### config.mk
export PLATFORM = sky130hd
export DESIGN_NAME = gfp_sqrt_step
export DESIGN_NICKNAME = d
export VERILOG_FILES = /design/src/rtl/core/gfp_pkg.sv /design/src/rtl/core/gfp_sqrt_step.sv
export SDC_FILE = /design/constraint.sdc
export NUM_CORES = 1
export LEC_CHECK = 0
export BUFFER_PORTS_ARGS = -buffer_cell sky130_fd_sc_hd__buf_2
export CAP_MARGIN = 15
export CORE_AREA = 5 5 327 329
export CTS_BUF_LIST = sky130_fd_sc_hd__clkbuf_16
export DETAILED_ROUTE_END_ITERATION = 6
export DIE_AREA = 0 0 332 334
export GPL_TIMING_DRIVEN = 0
export SYNTH_ARGS = -nofsm -noshare
export SYNTH_HDL_FRONTEND = slang
export SYNTH_SLANG_ARGS = --single-unit
### constraint.sdc
create_clock -name clk -period 23.4 [get_ports clk]
set_input_delay 4.68 -clock clk [delete_from_list [all_inputs] [get_ports clk]]
set_output_delay 4.68 -clock clk [all_outputs]
set_load 0.03 [all_outputs]
### src/rtl/core/gfp_pkg.sv
// ----------------------------------------------------------------------------
// gfp_pkg
// Shared types and constants of the pairwise gravity force pipeline.
// ----------------------------------------------------------------------------
`default_nettype none

package gfp_pkg;

  localparam int CFG_IDX_W = 8;

  localparam logic [CFG_IDX_W-1:0] REG_GRAVITY  = 8'd0;
  localparam logic [CFG_IDX_W-1:0] REG_MIN_DIST = 8'd1;

  localparam logic [31:0] FORCE_MAX = 32'h7FFF_FFFF;
  localparam logic [31:0] FORCE_MIN = 32'h8000_0000;

  typedef struct packed {
    logic [31:0] first_x;
    logic [31:0] first_y;
    logic [31:0] second_x;
    logic [31:0] second_y;
    logic [31:0] first_mass;
    logic [31:0] second_mass;
  } in_t;

  typedef struct packed {
    logic        negx;
    logic        negy;
    logic [31:0] ax;
    logic [31:0] ay;
    logic [63:0] gm;
    logic [31:0] m2;
  } f1_t;

  typedef struct packed {
    logic        negx;
    logic        negy;
    logic [31:0] ax;
    logic [31:0] ay;
    logic [63:0] a;
    logic [63:0] b;
    logic [63:0] gl;
    logic [63:0] gh;
    logic [63:0] md2;
  } f2_t;

  typedef struct packed {
    logic        negx;
    logic        negy;
    logic [31:0] ax;
    logic [31:0] ay;
    logic [64:0] s;
    logic        close;
    logic [95:0] base;
  } f3_t;

  typedef struct packed {
    logic        negx;
    logic        negy;
    logic [64:0] s;
    logic        close;
    logic [63:0] px0;
    logic [63:0] px1;
    logic [63:0] px2;
    logic [63:0] py0;
    logic [63:0] py1;
    logic [63:0] py2;
  } f4_t;

  typedef struct packed {
    logic         negx;
    logic         negy;
    logic         close;
    logic [64:0]  s;
    logic [127:0] nx;
    logic [127:0] ny;
    logic [64:0]  rem;
    logic [32:0]  root;
  } sq_t;

  typedef struct packed {
    logic         negx;
    logic         negy;
    logic         close;
    logic [127:0] nx;
    logic [127:0] ny;
    logic [64:0]  p0;
    logic [65:0]  p1;
  } d1_t;

  typedef struct packed {
    logic         negx;
    logic         negy;
    logic         close;
    logic [127:0] nx;
    logic [127:0] ny;
    logic [97:0]  den;
  } d2_t;

  typedef struct packed {
    logic         negx;
    logic         negy;
    logic         close;
    logic         bigx;
    logic         bigy;
    logic [97:0]  den;
    logic [127:0] remx;
    logic [127:0] remy;
    logic [31:0]  qx;
    logic [31:0]  qy;
  } dv_t;

  typedef struct packed {
    logic [31:0] force_x;
    logic [31:0] force_y;
    logic        too_close;
    logic        saturated;
  } out_t;

endpackage

`default_nettype wire

### src/rtl/core/gfp_sqrt_step.sv
// ----------------------------------------------------------------------------
// gfp_sqrt_step
// One registered step of the integer square root: decides root bit BIT.
// ----------------------------------------------------------------------------
`default_nettype none

module gfp_sqrt_step #(
  parameter int BIT = 32
) (
  input  wire logic         clk,
  input  wire logic         rst_n,
  input  wire logic         in_valid,
  output logic              in_ready,
  input  wire gfp_pkg::sq_t in_data,
  output logic              out_valid,
  input  wire logic         out_ready,
  output gfp_pkg::sq_t      out_data
);
  import gfp_pkg::*;

  logic        v_r;
  sq_t         d_r, d_nxt;
  logic [66:0] trial;
  logic [66:0] rem_w;

  assign in_ready  = !v_r || out_ready;
  assign out_valid = v_r;
  assign out_data  = d_r;

  // trial = 2*root*2^BIT + 2^(2*BIT), the growth of root^2 when bit BIT is set
  always_comb begin
    trial = ({34'b0, in_data.root} << (BIT + 1)) + (67'd1 << (2 * BIT));
    rem_w = {2'b0, in_data.rem};
    d_nxt = in_data;
    if (rem_w >= trial) begin
      rem_w          = rem_w - trial;
      d_nxt.rem      = rem_w[64:0];
      d_nxt.root[BIT] = 1'b1;
    end
  end

  always_ff @(posedge clk) begin
    if (!rst_n) begin
      v_r <= 1'b0;
    end else if (in_ready) begin
      v_r <= in_valid;
    end
  end

  always_ff @(posedge clk) begin
    if (in_ready && in_valid) d_r <= d_nxt;
  end

endmodule

`default_nettype wire

-- Word-level counts from Yosys, hierarchy flattened
Cells that the tools add are included.
W data, S select, Z words.
- flip-flop bits (word level): 423
- input port bits: 426
- output and inout port bits: 424
- logic and storage cells: 17
- add/sub/neg operators: 2
- order comparisons: 1
- multiplexer cells: 1
- reduce and logical (&&, ||, !) cells: 3
- operators by type and width (kind ; count):
    $add A66 B65 Y67 const B ; 1
    $ge A65 B67 Y1 ; 1
    $mux W66 ; 1
    $sub A65 B65 Y65 ; 1
    $logic_and A1 B1 Y1 ; 1
    $logic_not A1 Y1 ; 1
    $logic_or A1 B1 Y1 ; 1

-- Longest topological paths before layout
- depth after elaboration: 3
- depth in mapped cells: 13
- gate-level depth less buffers: 12

-- Worst setup path before layout
No wires, ideal clock.
- path type: input -> register
- start: input out_ready
- end: register d_r, in the netlist out_data[0], enable pin
- setup time: 0.838 ns
- arrival: 14.576 ns
- data required time: 22.562 ns
- slack: 7.987 ns
- cell stages on the path: 2
- path buffers: 0
- cell sequence: nand2b_1 -> and2_1
- cells in the longest elaborated chain, start to end: 2
- ends and longest elaborated chain (element ; RTL line ; RTL):
    start: declaration ; gfp_sqrt_step.sv:16 ; input wire logic out_ready,
    $logic_or A1 B1 Y1 ; gfp_sqrt_step.sv:26 ; assign in_ready = !v_r || out_ready;
    $logic_and A1 B1 Y1 ; gfp_sqrt_step.sv:51 ; if (in_ready && in_valid) d_r <= d_nxt;
    end signal: assignment ; gfp_sqrt_step.sv:51 ;
    end: declaration ; gfp_sqrt_step.sv:22 ; sq_t d_r, d_nxt;
Every way passes these cells.
A chain may end at the register's enable or synchronous reset.

-- Worst setup path after layout
- start: input out_ready
- end: output in_ready
- cells in the longest elaborated chain, start to end: 1
- ends and longest elaborated chain (element ; RTL line ; RTL):
    $logic_or A1 B1 Y1 ; gfp_sqrt_step.sv:26 ;
    end: declaration ; gfp_sqrt_step.sv:13 ; output logic in_ready,
Every way passes these cells.

==> summary.txt <==
Cells and area
  – Area Overhead vs Synth: 53.1%
  – Final non-filler cell total: 3112
  – Final #Nets: 2129
  – Most frequent cells in the layout: buf_2 (849), edfxtp_1 (422), clkbuf_16 (55)
  – Ratio of cells with drive above 1 in the final layout: 56.9%
  – Most common cell after layout, fill and taps aside: buf_2

Place
  – Port-buffer cells: 849
  – Pre-CTS WS: 13.58 ns
  – RePlAce Congestion: 0.841
  – Detailed Place HPWL: 60.4 mm
  – Dpl cells: 2992

Timing
  – Clock skew: 0.0278 ns
  – Final WS setup: 13.58 ns
  – Setup TNS: 0 ns
  – Crit share post-route: 42.0%
  – Worst Tran Pin Value: 0.758 ns
  – Slew HR: 49.0%
  – WHS: 0.615 ns
  – RSZ-0062 raised after global routing: no
  – Final setup fails: 0
  – Max Slew Vio Count: 0
  – Final hold vios: 0
  – Tmin final: 9.82 ns
  – Fmax: 102 MHz

Clock network
  – CTS Sinks: 423
  – Htree depth: 2
  – Post_cts resized: 0
  – Clk pin slew, worst setup/hold paths: 0.06 ns
  – CTS tree: built
  – Clk_lat worst skew: 0.65 ns
  – CTS Buf Count: 54
  – Hold_buf cts: 0
  – Post-CTS setup buffers: 0
  – Clock tree buffer depth: 3
  – Clk root buf: clkbuf_16

Logic synthesis
  – Syn Std Cell Area: 15100 um2
  – Syn avg cell area: 20.0 um2
  – Yosys Warn Count: 0
  – Ys flop type: edfxtp_1
  – Async SR Flop Fraction: 0%
  – FF+latch count, synth: 423
  – Mapped Cells: 756
  – Post-synthesis sequential area ratio: 83.8%
  – Netlist cell types: 51
  – Post-synthesis net count: 1217
  – Post-synth EDFFs: 422

Worst setup path
  – Crit path arrival time: 5.14 ns
  – Crit path launch: out_ready
  – Worst-case reg-to-reg path depth: 4
  – RR Endpoint: out_data[365]
  – CP required: 18.72 ns
  – Type of the worst setup path: in2out
  – R2r setup slk: 21.32 ns
  – Worst r2r src: out_valid
  – Worst Path Max Fanout: 3
  – Crit. End Element: primary output
  – Setup crit start kind: primary input
  – End of the critical path: in_ready

Floorplanning
  – Initial Util: 14.7%
  – Die X: 332 um
  – IO Count: 850
  – Row cnt: 118
  – Core ar.: 103000 um2
  – Die area: 111000 um2
  – Die height: 334 um

Drt
  – Routed len/inst: 23.3 um
  – Drt drc: 0
  – WL final: 72.5 mm
  – Vias: 10600
  – Vias per cell: 3.42
  – Iter 0 DRT Violations: 539
  – TritonRoute pass-1 iters: 5
  – Number of nets with antenna violations after routing: 0

Global routing
  – Overflow after GRT: 0
  – Vias in the first global route: 11000
  – Largest net degree at the start of global routing: 73
  – First-pass GRT wire length: 93.3 mm
  – GRT Util Overall: 12.3%
  – Initial antenna violation count: 58

Min path
  – Hold Path Class: reg2reg

Power and ir drop
  – Peak VDD IR: 57.1 uV
  – Pleak: 9.64 nW
  – Pwr Density: 87.8 nW/um2

Flow run
  – Max_cap viols: 0

Run status
  – Status: finished, final reports clean
-- worst min path at each step --
stage	from	to	slack, ns	cells past startpoint
6_report	out_valid	out_valid	0.62	2
4_1_cts	out_valid	out_valid	0.62	2
3_5_place_dp	out_valid	out_valid	0.60	2
5_1_grt	out_valid	out_valid	0.64	2
3_3_place_gp	out_valid	out_valid	0.54	2
2_1_floorplan	out_valid	out_valid	0.88	2
-- final cells by class --
class                      instances  area, um2
antenna                           18       45.0
tap                             1380       1730
fill                           10900      80000
clock inverter                    47        455
multi-input combinational        282       2230
sequential                       423      12700
timing repair buffer             856       4430
clock buffer                      55       1380
inverter                          42        158
buffer                             9       56.3
-- critical path: stages --
cell and delay, ns:
buf_2 0.10, nand2b_1 0.17, buf_2 0.19
-- cells by family (layout without fill, tap and decap cells) --
logic type,after synthesis,in the layout,synth area share (%)
buffers and inverters,51,1009,1.41
multiplexers,33,33,2.91
AO/OA/AOI/OAI,92,92,4.13
XOR/XNOR,26,26,1.50
other,0,18,0
adder cells (fa/ha/maj),35,35,2.94
AND/OR/NAND/NOR,96,96,3.26
flip-flops,423,423,83.8
-- metal layers --
metal,vias up,part of all wire [%],global-route usage [%]
met5,-,0.23,1.19
met4,26,3.9,5.11
met3,113,13,7.57
met2,592,48,20.7
met1,5095,35,12.2
li1,4815,-,-
-- report_power, final --
group | switching, mW | internal, mW | total (mW)
Combinational | 0.195 | 0.0866 | 0.281
Clock | 0.355 | 0.498 | 0.853
Sequential | 0.0115 | 0.889 | 0.901
Total | 0.561 | 1.47 | 2.03
-- cell usage after synthesis (all sizes together) (2+ instances only) --
cell,instances,area [um2]
a21boi,2,15.0
a21o,14,105
a21oi,32,168
a31oi,8,65.1
a41oi,3,26.3
and2,5,31.3
and3,3,18.8
buf,3,33.8
clkbuf,6,22.5
edfxtp,422,12700
ha,34,425
inv,42,158
mux2,28,390
mux2i,5,50.1
nand2,27,101
nand2b,2,12.5
nand3,6,30.0
nand4,5,31.3
nor2,18,67.6
nor2b,4,25.0
nor3,11,70.1
nor4,9,56.3
o21a,6,45.0
o21ai,17,104
o21bai,2,15.0
o31a,2,17.5
xnor2,17,149
xor2,9,78.8
-- sequential cells by signal, indices dropped and copies added (netlist names) --
name / flops
out_data: 422
out_valid: 1
-- metrics by stage --
step	utilization [%]	power [mW]	instance area [um2]
floorplan	-	1.09	15100
global placement	20.5	1.22	21100
detailed placement	20.6	1.20	21300
CTS	22.4	2.08	23100
global route	22.4	2.12	23100
finish	22.5	2.03	23200
Note: power is estimated with default switching activity, not from simulation.
