**src/rtl/core/gfp_pkg.sv**
```systemverilog
// ----------------------------------------------------------------------------
// gfp_pkg
// Shared types and constants of the pairwise gravity force pipeline.
// ----------------------------------------------------------------------------
`default_nettype none

package gfp_pkg;

  localparam int CFG_IDX_W = 8;

  localparam logic [CFG_IDX_W-1:0] REG_GRAVITY  = 8'd0;
  localparam logic [CFG_IDX_W-1:0] REG_MIN_DIST = 8'd1;

  localparam logic [31:0] FORCE_MAX = 32'h7FFF_FFFF;
  localparam logic [31:0] FORCE_MIN = 32'h8000_0000;

  typedef struct packed {
    logic [31:0] first_x;
    logic [31:0] first_y;
    logic [31:0] second_x;
    logic [31:0] second_y;
    logic [31:0] first_mass;
    logic [31:0] second_mass;
  } in_t;

  typedef struct packed {
    logic        negx;
    logic        negy;
    logic [31:0] ax;
    logic [31:0] ay;
    logic [63:0] gm;
    logic [31:0] m2;
  } f1_t;

  typedef struct packed {
    logic        negx;
    logic        negy;
    logic [31:0] ax;
    logic [31:0] ay;
    logic [63:0] a;
    logic [63:0] b;
    logic [63:0] gl;
    logic [63:0] gh;
    logic [63:0] md2;
  } f2_t;

  typedef struct packed {
    logic        negx;
    logic        negy;
    logic [31:0] ax;
    logic [31:0] ay;
    logic [64:0] s;
    logic        close;
    logic [95:0] base;
  } f3_t;

  typedef struct packed {
    logic        negx;
    logic        negy;
    logic [64:0] s;
    logic        close;
    logic [63:0] px0;
    logic [63:0] px1;
    logic [63:0] px2;
    logic [63:0] py0;
    logic [63:0] py1;
    logic [63:0] py2;
  } f4_t;

  typedef struct packed {
    logic         negx;
    logic         negy;
    logic         close;
    logic [64:0]  s;
    logic [127:0] nx;
    logic [127:0] ny;
    logic [64:0]  rem;
    logic [32:0]  root;
  } sq_t;

  typedef struct packed {
    logic         negx;
    logic         negy;
    logic         close;
    logic [127:0] nx;
    logic [127:0] ny;
    logic [64:0]  p0;
    logic [65:0]  p1;
  } d1_t;

  typedef struct packed {
    logic         negx;
    logic         negy;
    logic         close;
    logic [127:0] nx;
    logic [127:0] ny;
    logic [97:0]  den;
  } d2_t;

  typedef struct packed {
    logic         negx;
    logic         negy;
    logic         close;
    logic         bigx;
    logic         bigy;
    logic [97:0]  den;
    logic [127:0] remx;
    logic [127:0] remy;
    logic [31:0]  qx;
    logic [31:0]  qy;
  } dv_t;

  typedef struct packed {
    logic [31:0] force_x;
    logic [31:0] force_y;
    logic        too_close;
    logic        saturated;
  } out_t;

endpackage

`default_nettype wire

```
**src/rtl/core/gfp_div_step.sv**
```systemverilog
// ----------------------------------------------------------------------------
// gfp_div_step
// One registered restoring-division step: quotient bit BIT of both
// force components against the shared denominator.
// ----------------------------------------------------------------------------
`default_nettype none

module gfp_div_step #(
  parameter int BIT = 31
) (
  input  wire logic         clk,
  input  wire logic         rst_n,
  input  wire logic         in_valid,
  output logic              in_ready,
  input  wire gfp_pkg::dv_t in_data,
  output logic              out_valid,
  input  wire logic         out_ready,
  output gfp_pkg::dv_t      out_data
);
  import gfp_pkg::*;

  logic         v_r;
  dv_t          d_r, d_nxt;
  logic [129:0] dsh;
  logic [129:0] dfx, dfy;

  assign in_ready  = !v_r || out_ready;
  assign out_valid = v_r;
  assign out_data  = d_r;

  always_comb begin
    dsh   = {32'b0, in_data.den} << BIT;
    dfx   = {2'b0, in_data.remx} - dsh;
    dfy   = {2'b0, in_data.remy} - dsh;
    d_nxt = in_data;
    if ({2'b0, in_data.remx} >= dsh) begin
      d_nxt.remx    = dfx[127:0];
      d_nxt.qx[BIT] = 1'b1;
    end
    if ({2'b0, in_data.remy} >= dsh) begin
      d_nxt.remy    = dfy[127:0];
      d_nxt.qy[BIT] = 1'b1;
    end
  end

  always_ff @(posedge clk) begin
    if (!rst_n) begin
      v_r <= 1'b0;
    end else if (in_ready) begin
      v_r <= in_valid;
    end
  end

  always_ff @(posedge clk) begin
    if (in_ready && in_valid) d_r <= d_nxt;
  end

endmodule

`default_nettype wire

```
**config.mk**
```make
export PLATFORM = sky130hd
export DESIGN_NAME = gfp_div_step
export DESIGN_NICKNAME = d
export VERILOG_FILES = /design/src/rtl/core/gfp_pkg.sv /design/src/rtl/core/gfp_div_step.sv
export SDC_FILE = /design/constraint.sdc
export NUM_CORES = 1
export LEC_CHECK = 0
export BUFFER_PORTS_ARGS = -buffer_cell sky130_fd_sc_hd__clkbuf_2
export CELL_PAD_IN_SITES_DETAIL_PLACEMENT = 0
export CELL_PAD_IN_SITES_GLOBAL_PLACEMENT = 1
export CORE_AREA = 2 2 336 338
export CTS_CLUSTER_DIAMETER = 100
export CTS_CLUSTER_SIZE = 10
export DETAILED_ROUTE_END_ITERATION = 8
export DIE_AREA = 0 0 338 340
export PLACE_DENSITY = 0.62
export SYNTH_ARGS = -nofsm -noshare
export SYNTH_HDL_FRONTEND = slang
export SYNTH_SLANG_ARGS = --single-unit
```
**constraint.sdc**
```tcl
create_clock -name clk -period 38.5 [get_ports clk]
set_input_delay 9.625 -clock clk [delete_from_list [all_inputs] [get_ports clk]]
set_output_delay 9.625 -clock clk [all_outputs]
set_load 0.01 [all_outputs]
```
# --- Yosys cells after proc, flatten, opt, wreduce, memory -nomap -nowiden ---
# Index checks and enable logic that the tools add are counted.
op_classes:
  reduce_logical: 3
  addsub: 2
  n_mux: 2
  n_lt_le_gt_ge: 2
ops:
  columns: ["operator", "n"]
  rows:
  - ["$ge 128x129->1", 2]
  - ["$mux 128", 2]
  - ["$sub 128x128->128", 2]
  - ["$logic_and 1x1->1", 1]
  - ["$logic_not 1->1", 1]
  - ["$logic_or 1x1->1", 1]
totals:
  register_bits: 424
  word_cells: 22

# --- Logic depth before layout (Yosys ltp) ---
# Gate-level depths: netlist of run 1.
depth:
  word_depth: 3
  ltp_mapped: 16
  depth_no_buf: 14

# --- Least setup slack after synthesis of run 1 ---
# No wires, ideal clock.
synth_timing:
  kind: "input to register"
  startpoint: "input port out_ready"
  endpoint: "register d_r, in the netlist out_data[0] (enable)"
  arrival_time_ns: 19.417
  n_path_buf: 0
  setup_ns: 0.843
  required_ns: 37.657
  setup_slack_ns: 18.240
  cell_stages: 2
  path_cell_list: "nand2b_1 -> and2_1"
synth_via:
  elab_chain_cells: 2
synth_rtl:
  columns: ["item", "line", "text"]
  rows:
  - ["start: declaration", "gfp_div_step.sv:17", "input wire logic out_ready,"]
  - ["$logic_or 1x1->1", "gfp_div_step.sv:27", "assign in_ready = !v_r || out_ready;"]
  - ["$logic_and 1x1->1", "gfp_div_step.sv:55", "if (in_ready && in_valid) d_r <= d_nxt;"]
  - ["end signal: assignment", "gfp_div_step.sv:55", null]
  - ["end: declaration", "gfp_div_step.sv:23", "dv_t d_r, d_nxt;"]
# No other way between the ends.
# A chain may end at the register's enable or synchronous reset.

# --- Worst setup path in the final report of run 1 ---
layout_timing:
  startpoint: "input port out_ready"
  endpoint: "output port in_ready"
layout_via:
  elab_chain_cells: 1
layout_rtl:
  columns: ["item", "line", "text"]
  rows:
  - ["$logic_or 1x1->1", "gfp_div_step.sv:27", null]
  - ["end: declaration", "gfp_div_step.sv:14", "output logic in_ready,"]
# No other way between the ends.

==> metrics.md, run 1 <==
| Metric | Value |
|---|---|
| ANT nets after route | `0` |
| Final Util | `31.7%` |
| Antenna violations before repair | `18` |
| Number of synthesized flops with an enable pin | `roughly 420` |
| Final Critical Period | `19610 ps` |
| Clock slew at reported path FFs | `60 ps` |
| P_sw | `473 uW` |
| Clk sink count | `424` |
| Detailed placer's ending HPWL | `108 mm` |
| Finished Layout Cells | `between 4000 and 5000` |
| Slew @ Worst Pin | `1180 ps` |
| Post-synthesis cell type count | `between 80 and 90` |
| Total power | `1.45 mW` |
| Count of final setup violators | `0` |
| Chip Width | `approximately 340 um` |
| Gr usage total | `a little over a fifth` |
| Setup Skew | `29.9 ps` |
| Clock share of power | `between 30% and 40%` |
| Warnings, synthesis | `0` |
| Type of origin of the critical path | `input pin` |
| Maximum fanout along the worst path | `3` |
| CTS Hold Bufs | `0` |
| Static Leakage | `15.2 nW` |
| Syn Area/Cell | `10.6 um2` |
| Storage cell area | `0.0127 mm2` |
| H-Tree Depth | `2` |
| IO Count | `852` |
| Switching fraction of total power | `32.7%` |
| Critical Setup Path Class | `input pin to output pin` |
| Critical path capture point type | `output pin` |
| Cts bufs inserted | `53` |
| Synthesis-to-finish area growth | `26.4%` |
| Syn Nets | `roughly 3300` |
| DR pass1 iterations | `5` |
| DRC viols | `0` |
| CTS tree | `yes` |
| Setup TNS | `0 ps` |
| CTS-repair resized insts | `0` |
| Worst vdd ir | `34.0 uV` |
| Multi-input gate area | `0.0142 mm2` |
| Final Net Count | `4078` |
| Largest net degree at the start of global routing | `73` |
| Layout cells sized above 1 | `33.1%` |
| PnR worst setup slack | `18890 ps` |
| Max-slew violations | `0` |
| Relative slew slack | `~21%` |
| Root buf cell | `clkbuf_16` |
| Final worst-path cycle share | `50.9%` |
| Comb pwr share | `approximately 27%` |
| Hold Crit Class | `flip-flop to flip-flop` |
| Area leader, netlist | `edfxtp_1` |
| Gr ovfl total | `0` |
| Top_reg_cell synth | `edfxtp_1` |
| Fmax | `0.0510 GHz` |
| Via count | `roughly 25000` |
| Initial core utilization | `25.1%` |
| Required time of the critical path | `28880 ps` |
| Row Count | `123` |
| Routed wire per std cell | `25.6 um` |
| Post-synth ARST share | `0%` |
| Starting DRC count in detailed routing | `1956` |
| Sequential share of power | `39.0%` |
| Final Hold Fails | `0` |
| Max-cap violations | `0` |
| Worst hold stages | `2` |
| Number of synthesized register bits | `424` |
| Dominant cells by area after synthesis | `edfxtp_1 (45%), ha_1 (8.7%), mux2_2 (6.2%)` |
| Die area | `~0.11 mm2` |
| Clock Tree Buf Depth | `3` |
| RSZ-0062 raised after global routing | `false` |
| DP Cell Count | `4900` |
| Cell area power density | `about 41 mW/mm2` |
| Core area | `0.112 mm2` |
| Port Buffers | `~850` |
| Post-synth top area share | `45.4%` |
| Worst setup slack after placement | `18880 ps` |
| Die H | `around 340 um` |
| Placer Congestion | `0.926` |
| Critical path arrival | `about 10000 ps` |
| Setup Buffers After CTS | `0` |
| Run status | `finished, final reports clean` |
| Clock latency on the worst-skew pair | `670 ps` |
| Wire length of the first global-routing pass | `between 150 and 200 mm` |
| Internal power | `about 970 uW` |
| Syn Std Cell Area | `0.0280 mm2` |
| R2R cell count | `4` |
| Avg Vias per Cell | `roughly 5` |
| Fill count | `roughly 12000` |
| Sequential fraction of the synthesis area | `a little under half` |
| Gate Count Post-Synth | `around 2600` |
| Final WL | `127 mm` |
| Vias in the first global route | `24714` |
## cells in the mapped netlist (all sizes together), types with 45 or more instances
| master | count |
|---|---|
| edfxtp | 423 |
| a21oi | 258 |
| ha | 194 |
| mux2 | 188 |
| nand2 | 185 |
| inv | 158 |
| o21ai | 156 |
| nor2 | 140 |
| xnor2 | 107 |
| nand4 | 91 |
| a21o | 81 |
| xor2 | 77 |
| clkbuf | 75 |
| nor3 | 48 |
| o21bai | 45 |
## path summary, 6_finish.rpt
| path | startpoint | endpoint | slack (ps) |
|---|---|---|---|
| hold reg to reg | out_valid | out_valid | 540 |
| hold / removal | out_valid | out_valid | 540 |
| setup reg to reg | out_valid | out_data[38] | 35310 |
| setup / recovery | out_ready | in_ready | 18890 |
## kinds of logic (layout without fill, tap and decap cells)
group                      after synthesis  after routing  share of synthesized area, %
AOI/OAI and AO/OA                      719            719                          16.2
and+or+nand+nor                        656            656                          11.7
DFF                                    424            424                          45.5
buffers and inverters                  268           1102                          3.90
adders and majority gates              196            196                          8.82
muxes                                  194            194                          8.20
xor gates and xnor gates               184            184                          5.76
other                                    0              5                             0
## placed cells by master, fill, tap and decap left out, types with 81 or more instances in the layout
master,synthesis,layout
a21o_1,81,81
a21oi_1,256,256
clkbuf_2,0,851
edfxtp_1,423,423
ha_1,194,194
inv_1,158,158
mux2_2,153,153
nand2_1,185,185
nand4_1,91,91
nor2_1,140,140
o21ai_0,148,147
xnor2_1,107,107
## power groups by stage
| stage | combinational (mW) | sequential [mW] | clock (mW) |
|---|---|---|---|
| after floorplan | 0.220 | 0.601 | 0 |
| after global placement | 0.396 | 0.574 | 0 |
| after detailed placement | 0.395 | 0.575 | 0 |
| after CTS | 0.397 | 0.566 | 0.501 |
| after global routing | 0.431 | 0.568 | 0.513 |
| final | 0.397 | 0.565 | 0.487 |
## metrics by stage
step / hold WS, ps / instance area, um2
after floorplan: 610 / 28000
after global placement: 542 / 33800
after detailed placement: 541 / 33800
after CTS: 549 / 35300
after global routing: 570 / 35300
final: 537 / 35400
## per-layer routing
metal | GRT usage, % | share of wire [%] | up-vias | wire length [um]
met5 | 0 | 0.13 | - | 161
met4 | 5.35 | 2.6 | 24 | 3280
met3 | 5.30 | 7.6 | 154 | 9670
met2 | 36.9 | 49 | 904 | 61800
met1 | 26.2 | 41 | 12165 | 52500
li1 | - | - | 11578 | -
## critical path: stages
cell and delay, ps:
clkbuf_2 70, nand2b_1 150, clkbuf_2 140
## state kept, by name, summed over array words and instances, names as in the netlist
| name | flops |
|---|---|
| out_data | 423 |
| out_valid | 1 |
## cell type report
type / instances / area share (%)
flip-flops and latches: 424 / 36.0
clock buffers: 61 / 3.84
clock inverters: 14 / 0.605
multi-input cells: 1949 / 40.1
repair buffers: 869 / 12.4
inverters: 158 / 1.68
diodes: 5 / 0.0354
well taps: 1500 / 5.31
(Power assumes the default switching activity.)
==> run 2, diff against run 1 <==
- ABC_AREA: not set -> 1
- CORE_AREA: 2 2 336 338 -> not set
- CORE_ASPECT_RATIO: not set -> 0.9
- CORE_MARGIN: not set -> 2
- CORE_UTILIZATION: not set -> 35
- DIE_AREA: 0 0 338 340 -> not set
- PLACE_DENSITY: 0.62 -> 0.86
- clock period: 38.5 -> 17.6 ns (I/O delays scaled with it)
==> metrics.md, run 2 <==
| Metric | Value |
|---|---|
| Setup Buffers After CTS | `0 (unchanged)` |
| Row Count | `112 (-8.9%)` |
| Post-synth ARST share | `0% (unchanged)` |
| CTS tree | `yes` |
| Hold Crit Class | `flip-flop to flip-flop` |
| Max-cap violations | `0 (unchanged)` |
| Number of synthesized register bits | `424 (unchanged)` |
| Syn Std Cell Area | `0.0367 mm2 (+31%)` |
| Count of final setup violators | `0 (unchanged)` |
| Setup TNS | `0 ps (unchanged)` |
| CTS Hold Bufs | `0 (unchanged)` |
| Worst setup slack after placement | `8380 ps (-10500 ps)` |
| Final WL | `189 mm (+48%)` |
| Syn Area/Cell | `6.29 um2 (-41%)` |
| Most numerous cell in the Yosys netlist | `nand2_1` |
| Via count | `40418 (+63%)` |
| H-Tree Depth | `2 (unchanged)` |
| Max FFs per register | `423 (unchanged)` |
| Fmax | `0.108 GHz` |
| Clock slew at reported path FFs | `50 ps (about the same)` |
| IO Count | `852 (unchanged)` |
| Final Hold Fails | `0 (unchanged)` |
| P_sw | `1.26 mW (+170%)` |
| Warnings, synthesis | `0 (unchanged)` |
| Switching fraction of total power | `37.7% (+5.0 points)` |
| Critical path arrival | `4820 ps (-5170 ps)` |
| Clk sink count | `424 (unchanged)` |
| Met1 GRT Util | `46.2% (+20 points)` |
| Routed wire per std cell | `23.4 um (-8.5%)` |
| Post-synth top area share | `34.6% (-11 points)` |
| Number of synthesized flops with an enable pin | `423 (unchanged)` |
| Post-synthesis cell type count | `35 (-58%)` |
| DR pass1 iterations | `6 (+1)` |
| Comb pwr share | `32.5% (+5.1 points)` |
| Cell area power density | `76.0 mW/mm2 (+86%)` |
| Met3 Use GR | `4.69% (-0.61 points)` |
| Sequential share of power | `37.4% (-1.6 points)` |
| Static Leakage | `25.5 nW (+68%)` |
| Clock Tree Buf Depth | `3 (unchanged)` |
| Internal power | `2.08 mW (+110%)` |
| Wire length of the first global-routing pass | `262 mm (+48%)` |
| Fill count | `11401 (-3.1%)` |
| Clock share of power | `30.1% (-3.5 points)` |
| Final Net Count | `7294 (+79%)` |
| Commonest non-fill, non-tap cell in the layout | `nand2_1` |
| RSZ-0062 raised after global routing | `false` |
| Synthesis-to-finish area growth | `19.7%` |
| PnR worst setup slack | `8380 ps (-10510 ps)` |
| Gate Count Post-Synth | `5829 (+120%)` |
| Final Critical Period | `roughly 9000 ps` |
| Initial core utilization | `35.3% (+10 points)` |
| Setup Skew | `14.8 ps (-15.2 ps)` |
| Run status | `finished, final reports clean` |
| Die area | `0.107 mm2 (-6.5%)` |
| Core area | `0.104 mm2 (-6.9%)` |
| Commonest cells after routing, fill and taps aside | `nand2_1 (2588), inv_1 (1265), clkbuf_2 (851)` |
| Critical Setup Path Class | `input pin to output pin` |
| Slew @ Worst Pin | `1160 ps (-22.3 ps)` |
| Area leader, netlist | `edfxtp_1` |
| Required time of the critical path | `13200 ps (-15680 ps)` |
| CTS-repair resized insts | `0 (unchanged)` |
| Grt met2 use | `55.1% (+18 points)` |
| Max-slew violations | `0 (unchanged)` |
| Die H | `311 um (-8.5%)` |
| Syn Nets | `6452 (+98%)` |
| Top_reg_cell synth | `edfxtp_1` |
| Type of origin of the critical path | `input pin` |
| Avg Vias per Cell | `5.01 (+0.50%)` |
| Chip Width | `345 um (+2.2%)` |
| Detailed placer's ending HPWL | `164 mm (+52%)` |
| Relative slew slack | `22.8% (+2.2 points)` |
| Placer Congestion | `1.04 (+12%)` |
| Sequential fraction of the synthesis area | `34.7% (-11 points)` |
| Gr ovfl total | `0 (unchanged)` |
| Vias in the first global route | `37916 (+53%)` |
| Dominant cells by area after synthesis | `edfxtp_1 (35%), nand2_1 (26%), inv_1 (13%)` |
| Final worst-path cycle share | `a little over half` |
| Antenna violations before repair | `28 (+10)` |
| Cts bufs inserted | `52 (-1.9%)` |
| Design area | `0.0439 mm2 (+24%)` |
| Total power | `3.34 mW (+130%)` |
| Synth top cells by count | `nand2_1 (2588), inv_1 (1265), nor2_1 (448)` |
| Critical path capture point type | `output pin` |
| Area after DPL | `0.0424 mm2 (+26%)` |
| Clock latency on the worst-skew pair | `660 ps (about the same)` |
| Gr usage total | `34.0% (+13 points)` |
| Largest net degree at the start of global routing | `77 (+5.5%)` |
| Root buf cell | `clkbuf_16` |
| ANT nets after route | `0 (unchanged)` |
| DRC viols | `0 (unchanged)` |
| Maximum fanout along the worst path | `2 (-1)` |
| Worst vdd ir | `72.2 uV (+110%)` |
| Starting DRC count in detailed routing | `4182 (+110%)` |
| Port Buffers | `851 (unchanged)` |
| Layout cells sized above 1 | `15.3% (-18 points)` |
| Global routing's busiest layer | `met2` |
==> run 2: metrics by stage <==
step | utilization (%) | instances | hold slack [ps]
6_report | 42.3 | 8068 | 592
3_3_place_gp | 40.9 | 7985 | 584
2_1_floorplan | - | 5829 | 608
3_5_place_dp | 40.9 | 7985 | 578
4_1_cts | 42.3 | 8058 | 587
5_1_grt | 42.3 | 8062 | 630
==> run 2: worst paths after layout <==
kind,depth (start not counted),end,slack [ps],start
worst max register to register,5,out_data[99],13560,out_valid
worst max-delay path,4,in_ready,8380,out_ready
worst min register to register,2,out_valid,590,out_valid
worst min-delay path,2,out_valid,590,out_valid
==> run 2: area by class of cell <==
cell class | count | area, um2 | area share [%]
Sequential cell | 424 | 12700 | 29.0
Multi-Input combinational cell | 3986 | 18600 | 42.3
Clock inverter | 13 | 135 | 0.308
Tap cell | 1368 | 1710 | 3.90
Inverter | 1339 | 5030 | 11.4
Timing Repair Buffer | 868 | 4390 | 9.99
Clock buffer | 60 | 1330 | 3.03
Antenna cell | 10 | 25.0 | 0.0570
==> run 2: worst max-delay path, cell delays in order <==
cell and delay (ps):
clkbuf_2 80, inv_1 100, nand2_1 100, clkbuf_2 150
==> run 2: power groups by stage <==
stage / logic [mW] / clock network (mW) / registers, mW
3_5_place_dp: 1.06 / 0 / 1.27
3_3_place_gp: 1.06 / 0 / 1.27
6_report: 1.09 / 1.00 / 1.25
5_1_grt: 1.18 / 1.05 / 1.25
4_1_cts: 1.07 / 1.02 / 1.25
2_1_floorplan: 0.574 / 0 / 1.32
==> run 2: kinds of logic (layout without fill, tap and decap cells) <==
family                   count (synthesis)  in the layout  synth area share (%)
AO/OA/AOI/OAI                          125            125                  1.83
XOR/XNOR                               110            110                  2.63
adder cells (fa/ha/maj)                196            196                  6.73
AND/OR/NAND/NOR                       3555           3555                  39.3
other                                    0             10                     0
buffers and inverters                 1419           2280                  14.8
flip-flops                             424            424                  34.7
==> run 2: routing by layer <==
metal  part of all wire (%)  vias up  routed length (um)
li1                       -    19438                   -
met1                     43    18842               81100
met2                     45     1843               85400
met3                    8.0      283               15000
met4                    3.8       12                7120
met5                  0.042        -                  80
